<file path="src/rtl/pdrdc_pkg.sv">
// ----------------------------------------------------------------------------
// pdrdc_pkg
// shared types and codes of the pdu receive deframer and digest checker
// ----------------------------------------------------------------------------
package pdrdc_pkg;

  localparam int ADDR_W = 4;
  localparam int DATA_W = 32;
  localparam int LEN_W  = 24;

  localparam logic [1:0] KIND_HEADER = 2'd0;
  localparam logic [1:0] KIND_DATA   = 2'd1;
  localparam logic [1:0] KIND_NONE   = 2'd2;

  localparam logic [2:0] ST_OK       = 3'd0;
  localparam logic [2:0] ST_HDR_BAD  = 3'd1;
  localparam logic [2:0] ST_DATA_BAD = 3'd2;
  localparam logic [2:0] ST_TOO_LONG = 3'd3;
  localparam logic [2:0] ST_CLOSED   = 3'd4;

  typedef struct packed {
    logic [7:0] rx_byte;
    logic       peer_closed;
  } rx_item_t;

  typedef struct packed {
    logic [7:0]       out_byte;
    logic [1:0]       byte_kind;
    logic             unit_end;
    logic [2:0]       status;
    logic [LEN_W-1:0] segment_len;
  } tx_item_t;

endpackage

</file>
<file path="src/rtl/pdrdc_stream_if.sv">
// ----------------------------------------------------------------------------
// pdrdc_stream_if
// valid/ready stream channel carrying one payload item per transfer
// ----------------------------------------------------------------------------
interface pdrdc_stream_if #(
  parameter type T = logic [7:0]
) ();
  logic valid;
  logic ready;
  T     data;

  modport source (output valid, output data, input ready);
  modport sink (input valid, input data, output ready);
endinterface

</file>
<file path="src/rtl/pdu_receive_deframer_checker_unit.sv">
// ----------------------------------------------------------------------------
// pdu_receive_deframer_checker_unit
// splits a received byte stream into pdus and checks crc-32c digests
// ----------------------------------------------------------------------------
// din carries one stream byte (or a peer-closed flag) per transfer. dout
// carries at most one result per input transfer: header and data bytes as
// they arrive, and a status-only or last-byte result that ends each unit.
// pad and digest bytes produce no result. the apb port sets the header and
// data digest enables and the largest accepted segment length; write it
// only while the block is idle.
// each result is registered into the output register (or the skid register
// when dout stalls). one input is taken every cycle while the skid register
// is empty: the frame state and the bytewise crc update sit between the
// state registers and a two-entry output buffer (output register plus skid
// register), so din keeps flowing while one result waits on dout. when dout
// stalls, the skid register fills and din.ready drops until dout takes a result.
// reset (rst, synchronous) empties the output buffer, returns the frame
// logic to the start of a header and loads the register defaults.
// ----------------------------------------------------------------------------
module pdu_receive_deframer_checker_unit
  import pdrdc_pkg::*;
#(
  parameter int HEADER_BYTES = 48
) (
  input  logic              clk,
  input  logic              rst,
  input  logic              psel,
  input  logic              penable,
  input  logic              pwrite,
  input  logic [ADDR_W-1:0] paddr,
  input  logic [DATA_W-1:0] pwdata,
  output logic [DATA_W-1:0] prdata,
  output logic              pready,
  pdrdc_stream_if.sink      din,
  pdrdc_stream_if.source    dout
);

  localparam logic [1:0]       REG_HDR_DIGEST = 2'd0;
  localparam logic [1:0]       REG_DATA_DIGEST = 2'd1;
  localparam logic [1:0]       REG_MAX_LEN    = 2'd2;
  localparam logic [LEN_W-1:0] MAX_LEN_RESET  = 24'd262144;
  localparam logic [LEN_W-1:0] HDR_LAST       = LEN_W'(HEADER_BYTES - 1);
  localparam logic [31:0]      CRC_POLY       = 32'h82F63B78;

  typedef enum logic [1:0] {
    PH_HEADER,
    PH_HDIGEST,
    PH_DATA,
    PH_DDIGEST
  } phase_t;

  function automatic logic [31:0] crc_step(input logic [31:0] crc_in, input logic [7:0] b);
    logic [31:0] c;
    c = crc_in ^ {24'd0, b};
    for (int i = 0; i < 8; i++) begin
      c = c[0] ? ((c >> 1) ^ CRC_POLY) : (c >> 1);
    end
    return c;
  endfunction

  function automatic tx_item_t mk_res(input logic [7:0] b, input logic [1:0] kind,
                                      input logic last, input logic [2:0] st,
                                      input logic [LEN_W-1:0] len);
    tx_item_t r;
    r.out_byte    = b;
    r.byte_kind   = kind;
    r.unit_end    = last;
    r.status      = last ? st : ST_OK;
    r.segment_len = last ? len : '0;
    return r;
  endfunction

  // configuration
  logic             hdr_digest_on;
  logic             data_digest_on;
  logic [LEN_W-1:0] max_segment_len;
  logic             cfg_wr;
  logic [1:0]       cfg_idx;

  // frame state
  phase_t           phase, phase_next;
  logic [LEN_W-1:0] byte_count, byte_count_next;
  logic [31:0]      crc, crc_next;
  logic [LEN_W-1:0] data_length, data_length_next;
  logic [31:0]      received_digest, received_digest_next;

  // output buffer
  logic     out_valid;
  tx_item_t out_reg;
  logic     skid_valid;
  tx_item_t skid;

  logic             accept;
  logic             take;
  logic             res_valid;
  tx_item_t         res;
  logic [7:0]       b;
  logic [31:0]      crc_upd;
  logic [31:0]      dig_shift;
  logic [LEN_W:0]   padded;
  logic [LEN_W:0]   cnt_inc;
  logic [LEN_W-1:0] len_cur;
  logic             hdr_fin;
  logic [1:0]       fin_kind;
  logic [7:0]       fin_byte;
  logic             is_data;
  logic             go_idle;

  assign pready  = 1'b1;
  assign cfg_idx = paddr[3:2];
  assign cfg_wr  = psel && penable && pwrite && pready;

  always_comb begin
    unique case (cfg_idx)
      REG_HDR_DIGEST:  prdata = {31'd0, hdr_digest_on};
      REG_DATA_DIGEST: prdata = {31'd0, data_digest_on};
      REG_MAX_LEN:     prdata = {8'd0, max_segment_len};
      default:         prdata = '0;
    endcase
  end

  always_ff @(posedge clk) begin
    if (rst) begin
      hdr_digest_on   <= 1'b0;
      data_digest_on  <= 1'b0;
      max_segment_len <= MAX_LEN_RESET;
    end else if (cfg_wr) begin
      unique case (cfg_idx)
        REG_HDR_DIGEST:  hdr_digest_on   <= pwdata[0];
        REG_DATA_DIGEST: data_digest_on  <= pwdata[0];
        REG_MAX_LEN:     max_segment_len <= pwdata[LEN_W-1:0];
        default:         ;
      endcase
    end
  end

  assign din.ready = !skid_valid;
  assign accept    = din.valid && din.ready;
  assign take      = dout.valid && dout.ready;
  assign b         = din.data.rx_byte;
  assign crc_upd   = crc_step(crc, b);
  assign dig_shift = {received_digest[23:0], b};
  assign padded    = ({1'b0, data_length} + (LEN_W+1)'(3)) & ~(LEN_W+1)'(3);
  assign cnt_inc   = {1'b0, byte_count} + (LEN_W+1)'(1);
  assign is_data   = byte_count < data_length;

  always_comb begin
    phase_next           = phase;
    byte_count_next      = byte_count;
    crc_next             = crc;
    data_length_next     = data_length;
    received_digest_next = received_digest;
    res_valid            = 1'b0;
    res                  = '0;
    len_cur              = data_length;
    hdr_fin              = 1'b0;
    fin_kind             = KIND_NONE;
    fin_byte             = 8'd0;
    go_idle              = 1'b0;

    if (accept) begin
      if (din.data.peer_closed) begin
        res_valid = 1'b1;
        res       = mk_res(8'd0, KIND_NONE, 1'b1, ST_CLOSED, data_length);
        go_idle   = 1'b1;
      end else begin
        unique case (phase)
          PH_HEADER: begin
            crc_next = crc_upd;
            if (byte_count >= LEN_W'(5) && byte_count <= LEN_W'(7)) begin
              len_cur = {data_length[15:0], b};
            end
            data_length_next = len_cur;
            if (byte_count == HDR_LAST) begin
              byte_count_next = '0;
              if (hdr_digest_on) begin
                phase_next           = PH_HDIGEST;
                received_digest_next = '0;
                res_valid            = 1'b1;
                res = mk_res(b, KIND_HEADER, 1'b0, ST_OK, len_cur);
              end else begin
                hdr_fin  = 1'b1;
                fin_kind = KIND_HEADER;
                fin_byte = b;
              end
            end else begin
              byte_count_next = cnt_inc[LEN_W-1:0];
              res_valid       = 1'b1;
              res = mk_res(b, KIND_HEADER, 1'b0, ST_OK, len_cur);
            end
          end
          PH_HDIGEST: begin
            received_digest_next = dig_shift;
            if (byte_count >= LEN_W'(3)) begin
              byte_count_next = '0;
              if (dig_shift != ~crc) begin
                res_valid = 1'b1;
                res       = mk_res(8'd0, KIND_NONE, 1'b1, ST_HDR_BAD, data_length);
                go_idle   = 1'b1;
              end else begin
                hdr_fin = 1'b1;
              end
            end else begin
              byte_count_next = cnt_inc[LEN_W-1:0];
            end
          end
          PH_DATA: begin
            crc_next = crc_upd;
            if (cnt_inc >= padded) begin
              byte_count_next = '0;
              if (data_digest_on) begin
                phase_next           = PH_DDIGEST;
                received_digest_next = '0;
                res_valid            = is_data;
                res = mk_res(b, KIND_DATA, 1'b0, ST_OK, data_length);
              end else begin
                res_valid = 1'b1;
                res = is_data ? mk_res(b, KIND_DATA, 1'b1, ST_OK, data_length)
                              : mk_res(8'd0, KIND_NONE, 1'b1, ST_OK, data_length);
                go_idle = 1'b1;
              end
            end else begin
              byte_count_next = cnt_inc[LEN_W-1:0];
              res_valid       = is_data;
              res = mk_res(b, KIND_DATA, 1'b0, ST_OK, data_length);
            end
          end
          PH_DDIGEST: begin
            received_digest_next = dig_shift;
            if (byte_count >= LEN_W'(3)) begin
              res_valid = 1'b1;
              res = mk_res(8'd0, KIND_NONE, 1'b1,
                           (dig_shift == ~crc) ? ST_OK : ST_DATA_BAD, data_length);
              go_idle = 1'b1;
            end else begin
              byte_count_next = cnt_inc[LEN_W-1:0];
            end
          end
        endcase

        // header and optional header digest complete
        if (hdr_fin) begin
          if (len_cur == '0) begin
            res_valid = 1'b1;
            res       = mk_res(fin_byte, fin_kind, 1'b1, ST_OK, len_cur);
            go_idle   = 1'b1;
          end else if (len_cur > max_segment_len) begin
            res_valid = 1'b1;
            res       = mk_res(fin_byte, fin_kind, 1'b1, ST_TOO_LONG, len_cur);
            go_idle   = 1'b1;
          end else begin
            phase_next      = PH_DATA;
            byte_count_next = '0;
            crc_next        = '1;
            res_valid       = (fin_kind == KIND_HEADER);
            res = mk_res(fin_byte, KIND_HEADER, 1'b0, ST_OK, len_cur);
          end
        end
      end

      if (go_idle) begin
        phase_next           = PH_HEADER;
        byte_count_next      = '0;
        crc_next             = '1;
        data_length_next     = '0;
        received_digest_next = '0;
      end
    end
  end

  always_ff @(posedge clk) begin
    if (rst) begin
      phase           <= PH_HEADER;
      byte_count      <= '0;
      crc             <= '1;
      data_length     <= '0;
      received_digest <= '0;
    end else begin
      phase           <= phase_next;
      byte_count      <= byte_count_next;
      crc             <= crc_next;
      data_length     <= data_length_next;
      received_digest <= received_digest_next;
    end
  end

  always_ff @(posedge clk) begin
    if (rst) begin
      out_valid  <= 1'b0;
      skid_valid <= 1'b0;
    end else if (!out_valid || take) begin
      if (skid_valid) begin
        out_reg    <= skid;
        out_valid  <= 1'b1;
        skid_valid <= 1'b0;
      end else begin
        out_reg   <= res;
        out_valid <= res_valid;
      end
    end else if (res_valid) begin
      skid       <= res;
      skid_valid <= 1'b1;
    end
  end

  assign dout.valid = out_valid;
  assign dout.data  = out_reg;

  a_skid_behind_out: assert property (@(posedge clk) disable iff (rst)
    skid_valid |-> out_valid)
    else $error("skid register holds a result while the output register is empty");

  a_mid_unit_fields: assert property (@(posedge clk) disable iff (rst)
    (out_valid && !out_reg.unit_end) |-> (out_reg.status == ST_OK && out_reg.segment_len == '0))
    else $error("status or length set on a result that does not end a unit");

  a_status_only_ends: assert property (@(posedge clk) disable iff (rst)
    (out_valid && out_reg.byte_kind == KIND_NONE) |-> (out_reg.unit_end && out_reg.out_byte == 8'd0))
    else $error("status-only result does not end a unit");

  a_data_needs_len: assert property (@(posedge clk) disable iff (rst)
    (phase == PH_DATA) |-> (data_length != '0))
    else $error("data phase entered with an empty segment");

  a_close_restarts: assert property (@(posedge clk) disable iff (rst)
    (accept && din.data.peer_closed) |=> (phase == PH_HEADER && byte_count == '0))
    else $error("peer close did not return to the header phase");

endmodule

</file>
<file path="src/flat_wrapper.sv">
// flat-port wrapper written by rule: the top's interface ports become plain ports
module pdu_receive_deframer_checker_unit_flat import pdrdc_pkg::*;
#(
  parameter int HEADER_BYTES = 48
)
  (clk, rst, psel, penable, pwrite, paddr, pwdata, prdata, pready, din_valid, din_data, din_ready, dout_valid, dout_data, dout_ready);
  pdrdc_stream_if #(.T(rx_item_t)) din_i ();
  pdrdc_stream_if #(.T(tx_item_t)) dout_i ();
  input  logic clk;
  input  logic rst;
  input  logic psel;
  input  logic penable;
  input  logic pwrite;
  input  logic [ADDR_W-1:0] paddr;
  input  logic [DATA_W-1:0] pwdata;
  output logic [DATA_W-1:0] prdata;
  output logic pready;
  input wire logic [$bits(din_i.valid)-1:0] din_valid;
  input wire logic [$bits(din_i.data)-1:0] din_data;
  output wire logic [$bits(din_i.ready)-1:0] din_ready;
  output wire logic [$bits(dout_i.valid)-1:0] dout_valid;
  output wire logic [$bits(dout_i.data)-1:0] dout_data;
  input wire logic [$bits(dout_i.ready)-1:0] dout_ready;
  assign din_i.valid = din_valid;
  assign din_i.data = din_data;
  assign din_ready = din_i.ready;
  assign dout_valid = dout_i.valid;
  assign dout_data = dout_i.data;
  assign dout_i.ready = dout_ready;
  pdu_receive_deframer_checker_unit #(.HEADER_BYTES(HEADER_BYTES)) u_core (.clk(clk), .rst(rst), .psel(psel), .penable(penable), .pwrite(pwrite), .paddr(paddr), .pwdata(pwdata), .prdata(prdata), .pready(pready), .din(din_i), .dout(dout_i));
endmodule
</file>
<file path="config.mk">
export PLATFORM = sky130hd
export DESIGN_NAME = pdu_receive_deframer_checker_unit_flat
export DESIGN_NICKNAME = d
export VERILOG_FILES = /design/src/rtl/pdrdc_pkg.sv /design/src/rtl/pdrdc_stream_if.sv /design/src/rtl/pdu_receive_deframer_checker_unit.sv /design/src/flat_wrapper.sv
export SDC_FILE = /design/constraint.sdc
export NUM_CORES = 1
export LEC_CHECK = 0
export BUFFER_PORTS_ARGS = -buffer_cell sky130_fd_sc_hd__buf_4
export CAP_MARGIN = 25
export CORE_AREA = 2 2 171 173
export CTS_CLUSTER_SIZE = 24
export DETAILED_ROUTE_END_ITERATION = 8
export DIE_AREA = 0 0 173 175
export HOLD_SLACK_MARGIN = 0.12
export SLEW_MARGIN = 20
export SYNTH_ARGS = -nofsm -noshare
export SYNTH_HDL_FRONTEND = slang
export SYNTH_SLANG_ARGS = --single-unit
</file>
<file path="constraint.sdc">
create_clock -name clk -period 7.4 [get_ports clk]
set_clock_uncertainty 0.15 [all_clocks]
set_input_delay 1.11 -clock clk [delete_from_list [all_inputs] [get_ports clk]]
set_output_delay 1.11 -clock clk [all_outputs]
set_load 0.005 [all_outputs]
</file>
### Yosys cells after proc, flatten, opt, wreduce, memory -nomap -nowiden

Index checks and enable logic that the tools add are counted.

* register bits after elaboration: 210
* input bits: 52
* output and inout port bits: 73
* logic and storage cells: 175

* $add $sub $neg: 2
* magnitude comparators: 6
* equal/unequal tests: 13
* multiplexer cells: 100
* bitwise logic cells: 12
* reduce and logical (&&, ||, !) cells: 22

Operators by type and width (count)
* 2-to-1 mux 24 bit: 20
* 2-to-1 mux 32 bit: 14
* 2-to-1 mux 38 bit: 10
* case mux 38 bit (4 select lines): 1
* case mux 24 bit (3 select lines): 2
* NOT 16 -> 17 bit: 8
* 2-to-1 mux 30 bit: 4
* case mux 24 bit (4 select lines): 1
* == test 32 bit: 1
* != test 32 bit: 1
* NOT 32 bit: 1
* bitwise XOR 32 x 8 -> 32 bit: 1
* 2-to-1 mux 2 bit: 15
* 2-to-1 mux 1 bit: 26
* adder 24 x 1 -> 25 bit (second input constant): 1
* adder 24 x 2 -> 25 bit (second input constant): 1
* greater-or-equal comparator 25 bit: 1
* == test 24 x 6 -> 1 bit (second input constant): 1
* greater-or-equal comparator 24 x 2 -> 1 bit (second input constant): 1
* greater-or-equal comparator 24 x 3 -> 1 bit (second input constant): 1
* > comparator 24 bit: 1
* <= comparator 24 x 3 -> 1 bit (second input constant): 1
* zero test 24 bit: 1
* < comparator 24 bit: 1
* other kinds (18): 40

### Logic depth before layout (Yosys ltp)

* depth after elaboration: 23
* mapped depth: 22
* depth with buffers taken out: 18

### Worst setup path after synthesis

Ideal clock, no wire load.

* path kind: reg2reg
* from: register u_core.data_length[0]
* to: register u_core.skid[0] (netlist bit), enable pin
* library setup time: 0.433 ns
* data arrival time: 5.526 ns
* data required time: 6.817 ns
* path slack: 1.291 ns
* stages on the path, launching flop included: 21
* path buffers: 2
* clock period less this slack: 6.109 ns
* cells stage by stage: dfxtp_1 -> clkbuf_1 -> o211ai_1 -> nor4_1 -> and2_1 -> nand3_1 -> nor2_1 -> and4_1 -> and3_1 -> clkbuf_1 -> nand3_1 -> xnor2_1 -> ha_1 -> nand4_1 -> nor3_1 -> o221ai_1 -> a41oi_1 -> o21bai_1 -> nand4b_1 -> nand3_1 -> nor2_1

* cells in the longest elaborated chain, start to end: 11
* elaborated cells on any way between the ends: 18
* those cells by class: add/sub: 1; order compare: 3; mux: 12; reduce/logical: 2

RTL lines
* start: declaration: line pdu_receive_deframer_checker_unit.sv:84 `logic [LEN_W-1:0] data_length, data_length_next;`
* start signal: assignment: line pdu_receive_deframer_checker_unit.sv:282 `data_length <= data_length_next;`
* parallel branches: the longest is 7 deep, another holds adder 24 x 2 -> 25 bit
* 2-to-1 mux 1 bit *: line pdu_receive_deframer_checker_unit.sv:242 `if (hdr_fin) begin`
* 2-to-1 mux 1 bit *: line pdu_receive_deframer_checker_unit.sv:162 `if (din.data.peer_closed) begin`
* 2-to-1 mux 1 bit *: line pdu_receive_deframer_checker_unit.sv:161 `if (accept) begin`
* AND reduction 3 bit (no source line) *
* end signal: assignment: line pdu_receive_deframer_checker_unit.sv:301 `skid <= res;`
* end: declaration: line pdu_receive_deframer_checker_unit.sv:91 `tx_item_t skid;`

Every way passes the cells marked *. The select of a mux whose other input is x is not followed.
A chain may end at the register's enable or synchronous reset.

### Worst setup path after layout

* from: register u_core.data_length[0]
* to: register u_core.out_reg, in the netlist u_core.dout.data[16] (data pin)

* cells in the longest elaborated chain, start to end: 11
* elaborated cells on any way between the ends: 16
* those cells by class: add/sub: 1; order compare: 2; mux: 12; reduce/logical: 1

RTL lines
* parallel branches: the longest is 7 deep, another holds adder 24 x 2 -> 25 bit
* 2-to-1 mux 38 bit *: line pdu_receive_deframer_checker_unit.sv:242
* 2-to-1 mux 38 bit *: line pdu_receive_deframer_checker_unit.sv:162
* 2-to-1 mux 38 bit *: line pdu_receive_deframer_checker_unit.sv:161
* 2-to-1 mux 38 bit *: line pdu_receive_deframer_checker_unit.sv:292 `if (skid_valid) begin`
* end signal: assignment: line pdu_receive_deframer_checker_unit.sv:293 `out_reg <= skid;`
* end signal: assignment: line pdu_receive_deframer_checker_unit.sv:297 `out_reg <= res;`
* end: declaration: line pdu_receive_deframer_checker_unit.sv:89 `tx_item_t out_reg;`

Marks and branches as above.

==> qor.json <==
{
  "outcome": {"value": "finished, final reports clean"},
  "core_region_area": {"value": 0.02839, "unit": "mm²"},
  "ctsResizeCount": {"value": 0},
  "design.die.area": {"value": 0.03028, "unit": "mm²"},
  "share_of_synthesized_registers_carrying_an_async_set_or_reset": {"value": 0, "unit": "%"},
  "cts_inserted_buffers": {"value": 24},
  "wl_met2": {"value": 15110, "unit": "µm"},
  "pin_count_of_the_biggest_net_entering_global_routing": {"value": 94},
  "cp_endpoint_kind": {"value": "flop"},
  "timing.setup.tns": {"value": 0, "unit": "ns"},
  "postCtsHoldBufs": {"value": 0},
  "clk_latency": {"value": 0.53, "unit": "ns"},
  "tritoncts_clock_tree": {"value": "done"},
  "detailedPlace.worstSlack": {"value": 1.273, "unit": "ns"},
  "seq_area_frac_synth": {"value": 40.40, "unit": "%"},
  "ir_worst_vdd": {"value": 0.0001723, "unit": "V"},
  "detail_route.vias_per_cell": {"value": 5.454},
  "netlist-cell-type-count": {"value": 67},
  "startpoint_class": {"value": "flop"},
  "synth_top_cells_by_area": {"value": "dfxtp_1 (22%), edfxtp_1 (19%), xnor2_1 (8.2%)"},
  "tightestPinTransition": {"value": 1.060, "unit": "ns"},
  "cts_num_sinks": {"value": 210},
  "postSynthCellCount": {"value": 1336},
  "gpl.final_weighted_congestion": {"value": 0.8889},
  "grt_first_pass_wirelength": {"value": 53190, "unit": "µm"},
  "final_hold_viol_count": {"value": 0},
  "cellPowerDensity": {"value": 267.7, "unit": "mW/mm²"},
  "layout.nets": {"value": 1542},
  "area_share_of_the_largest_cell_type_after_synthesis": {"value": 21.83, "unit": "%"},
  "maxClockFrequency": {"value": 156.8, "unit": "MHz"},
  "dp_cells": {"value": 1772},
  "htreeDepth": {"value": 1},
  "timing.final.setup_violations": {"value": 0},
  "timing.critical_path.required": {"value": 7.56, "unit": "ns"},
  "path_max_fanout": {"value": 23},
  "fraction_of_final_layout_cells_with_drive_strength_greater_than_1": {"value": 13.19, "unit": "%"},
  "drt_wl_total": {"value": 32850, "unit": "µm"},
  "hold_class": {"value": "reg -> reg"},
  "wl_per_cell": {"value": 18.08, "unit": "µm"},
  "final_common_cell": {"value": "nand2_1"},
  "drc": {"value": 0},
  "post-route-worst-setup-slack": {"value": 1.022, "unit": "ns"},
  "flip_flop_and_latch_count_after_synthesis": {"value": 210},
  "final_cell_mix": {"value": "nand2_1 (136), dfxtp_1 (134), buf_4 (123)"},
  "ratio_of_final_minimum_period_to_clock_period": {"value": 86.18, "unit": "%"},
  "rsz0062_at_grt": {"value": "false"},
  "die_height": {"value": 175, "unit": "µm"},
  "cts-root-to-sink-buffers": {"value": 3},
  "cts.clk_slew.worst_paths": {"value": 0.06, "unit": "ns"},
  "instances_no_fill": {"value": 1817},
  "worst-setup-path-type": {"value": "reg -> reg"},
  "dr_wl_met3": {"value": 1414, "unit": "µm"},
  "maxCapViolCount": {"value": 0},
  "route.top_layer_used": {"value": "met4"},
  "port_buffers": {"value": 105},
  "detail-route-antenna-nets": {"value": 0},
  "start_util": {"value": 43.28, "unit": "%"},
  "synth_enable_flop_cells": {"value": 76},
  "post-dp-hpwl": {"value": 23400, "unit": "µm"},
  "p_leak": {"value": 5.439, "unit": "nW"},
  "diodes": {"value": 0},
  "nFillCells": {"value": 2747},
  "maxSlewHeadroom": {"value": 29.17, "unit": "%"},
  "worst-endpoint-arrival": {"value": 6.54, "unit": "ns"},
  "cts_setup_buffers": {"value": 0},
  "ys_warn_count": {"value": 0},
  "route.vias.total": {"value": 9910},
  "average_footprint_of_a_synthesized_cell": {"value": 9.198, "unit": "µm²"},
  "finalWorstPathRequiredPeriod": {"value": 6.378, "unit": "ns"},
  "mappedNetlistArea": {"value": 0.01229, "unit": "mm²"},
  "area_of_combinational_cells_with_multiple_inputs": {"value": 0.006788, "unit": "mm²"},
  "drv_slew": {"value": 0},
  "drtIter0Drc": {"value": 716},
  "die-width": {"value": 173, "unit": "µm"},
  "track_usage": {"value": 21.47, "unit": "%"},
  "ff_latch_area": {"value": 0.004965, "unit": "mm²"},
  "detailedRoute.firstPassIterationCount": {"value": 5},
  "area_growth_synth_to_finish": {"value": 15.64, "unit": "%"},
  "placementRows": {"value": 62},
  "whs": {"value": 0.3167, "unit": "ns"},
  "synth.largest_area_cell": {"value": "dfxtp_1"},
  "synth_ff_type": {"value": "dfxtp_1"},
  "via_count_of_the_first_global_routing_pass": {"value": 9559},
  "total_power": {"value": 3.804, "unit": "mW"},
  "antenna_found_initial": {"value": 0},
  "boundaryPins": {"value": 125},
  "ctsRootBufferMaster": {"value": "clkbuf_16"},
  "route.layer.met1.wl": {"value": 15590, "unit": "µm"},
  "global_route_congestion_overflow_total": {"value": 0}
}
[worst paths after layout]
check | startpoint | endpoint | slack [ns] | cells after the start
setup / recovery | u_core.data_length[0] | u_core.dout.data[16] | 1.02 | 19
hold / removal | u_core.max_segment_len[17] | u_core.max_segment_len[17] | 0.32 | 2
setup reg to reg | u_core.data_length[0] | u_core.dout.data[16] | 1.02 | 19
hold reg to reg | u_core.max_segment_len[17] | u_core.max_segment_len[17] | 0.32 | 2
[critical path: stages (launching register included)]
cell and delay (ns):
dfxtp_1 0.31, buf_4 0.16, o211ai_1 0.21, nor4_1 0.49, and2_1 0.26, nand3_1 0.14, nor2_1 0.27, and4_1 0.29
and3_1 0.33, nand3_1 0.13, xnor2_1 0.15, ha_1 0.29, nand4_1 0.18, nor3_1 0.36, o221ai_1 0.18, a41oi_1 0.46
o21ai_1 0.31, nand3_1 0.29, nand2_1 0.65, o211ai_1 0.51
[per-layer routing]
layer	global-route usage, %	vias up
li1	-	4884
met1	30.45	4743
met2	35.03	233
met3	2.459	50
met4	5.191	0
met5	0	-
[kinds of logic after synthesis]
| group | Yosys count | synth area share [%] |
|---|---|---|
| mux | 4 | 0.3258 |
| buf+inv | 144 | 4.979 |
| flops | 210 | 40.40 |
| other cells | 2 | 0.06112 |
| fa+ha+maj | 75 | 7.637 |
| xor+xnor | 152 | 11.35 |
| simple gates | 459 | 19.00 |
| compound gates | 290 | 16.24 |
[state kept, by name, summed over array words and instances, names as in the netlist]
| register | flops |
|---|---|
| u_core.dout.data | 38 |
| u_core.max_segment_len | 24 |
| u_core.crc | 32 |
| u_core.skid_valid | 1 |
| u_core.received_digest | 24 |
| u_core.skid | 38 |
| u_core.dout.valid | 1 |
| u_core.data_length | 24 |
| u_core.hdr_digest_on | 1 |
| u_core.data_digest_on | 1 |
| u_core.byte_count | 24 |
| u_core.phase | 2 |
[cell usage after synthesis (5+ instances only)]
cell type  count
inv_1         65
a21oi_1       55
nand4_1       26
buf_1          5
and3_1         9
nor4_1        29
nor3b_1        6
o21a_1         6
o211ai_1      25
xor2_1        30
and2_1        58
nand3_1       49
clkbuf_1      57
a22oi_1       23
nor3_1        13
xnor2_1      115
nand2_1      136
edfxtp_1      76
o22ai_1       28
ha_1          75
a21o_1        23
dfxtp_1      134
o21ai_0       48
nor2_1        65
a22o_1        46
or3_1          5
buf_4         10
nand2b_1      33
nor2b_1       13
[metrics by stage]
| stage | utilization (%) | instance area [µm²] |
|---|---|---|
| 5_1_grt | 50.05 | 14210 |
| 4_1_cts | 50.00 | 14200 |
| 2_1_floorplan | - | 12310 |
| 3_3_place_gp | 47.14 | 13380 |
| 3_5_place_dp | 47.27 | 13420 |
| 6_report | 50.05 | 14210 |
[where the power goes]
part | internal [mW] | leakage, nW | switching, mW
registers | 1.26 | 1.86 | 0.0600
logic | 0.631 | 3.19 | 0.693
clock network | 0.673 | 0.386 | 0.483
[layout make-up]
type / instances / share of cell area [%]
Inverter: 65 / 1.717
Multi-Input combinational cell: 989 / 47.77
Tap cell: 384 / 3.381
Timing Repair Buffer: 125 / 6.745
Clock inverter: 14 / 0.7749
Sequential cell: 210 / 34.94
Clock buffer: 30 / 4.676
Note: power is estimated with default switching activity, not from simulation.
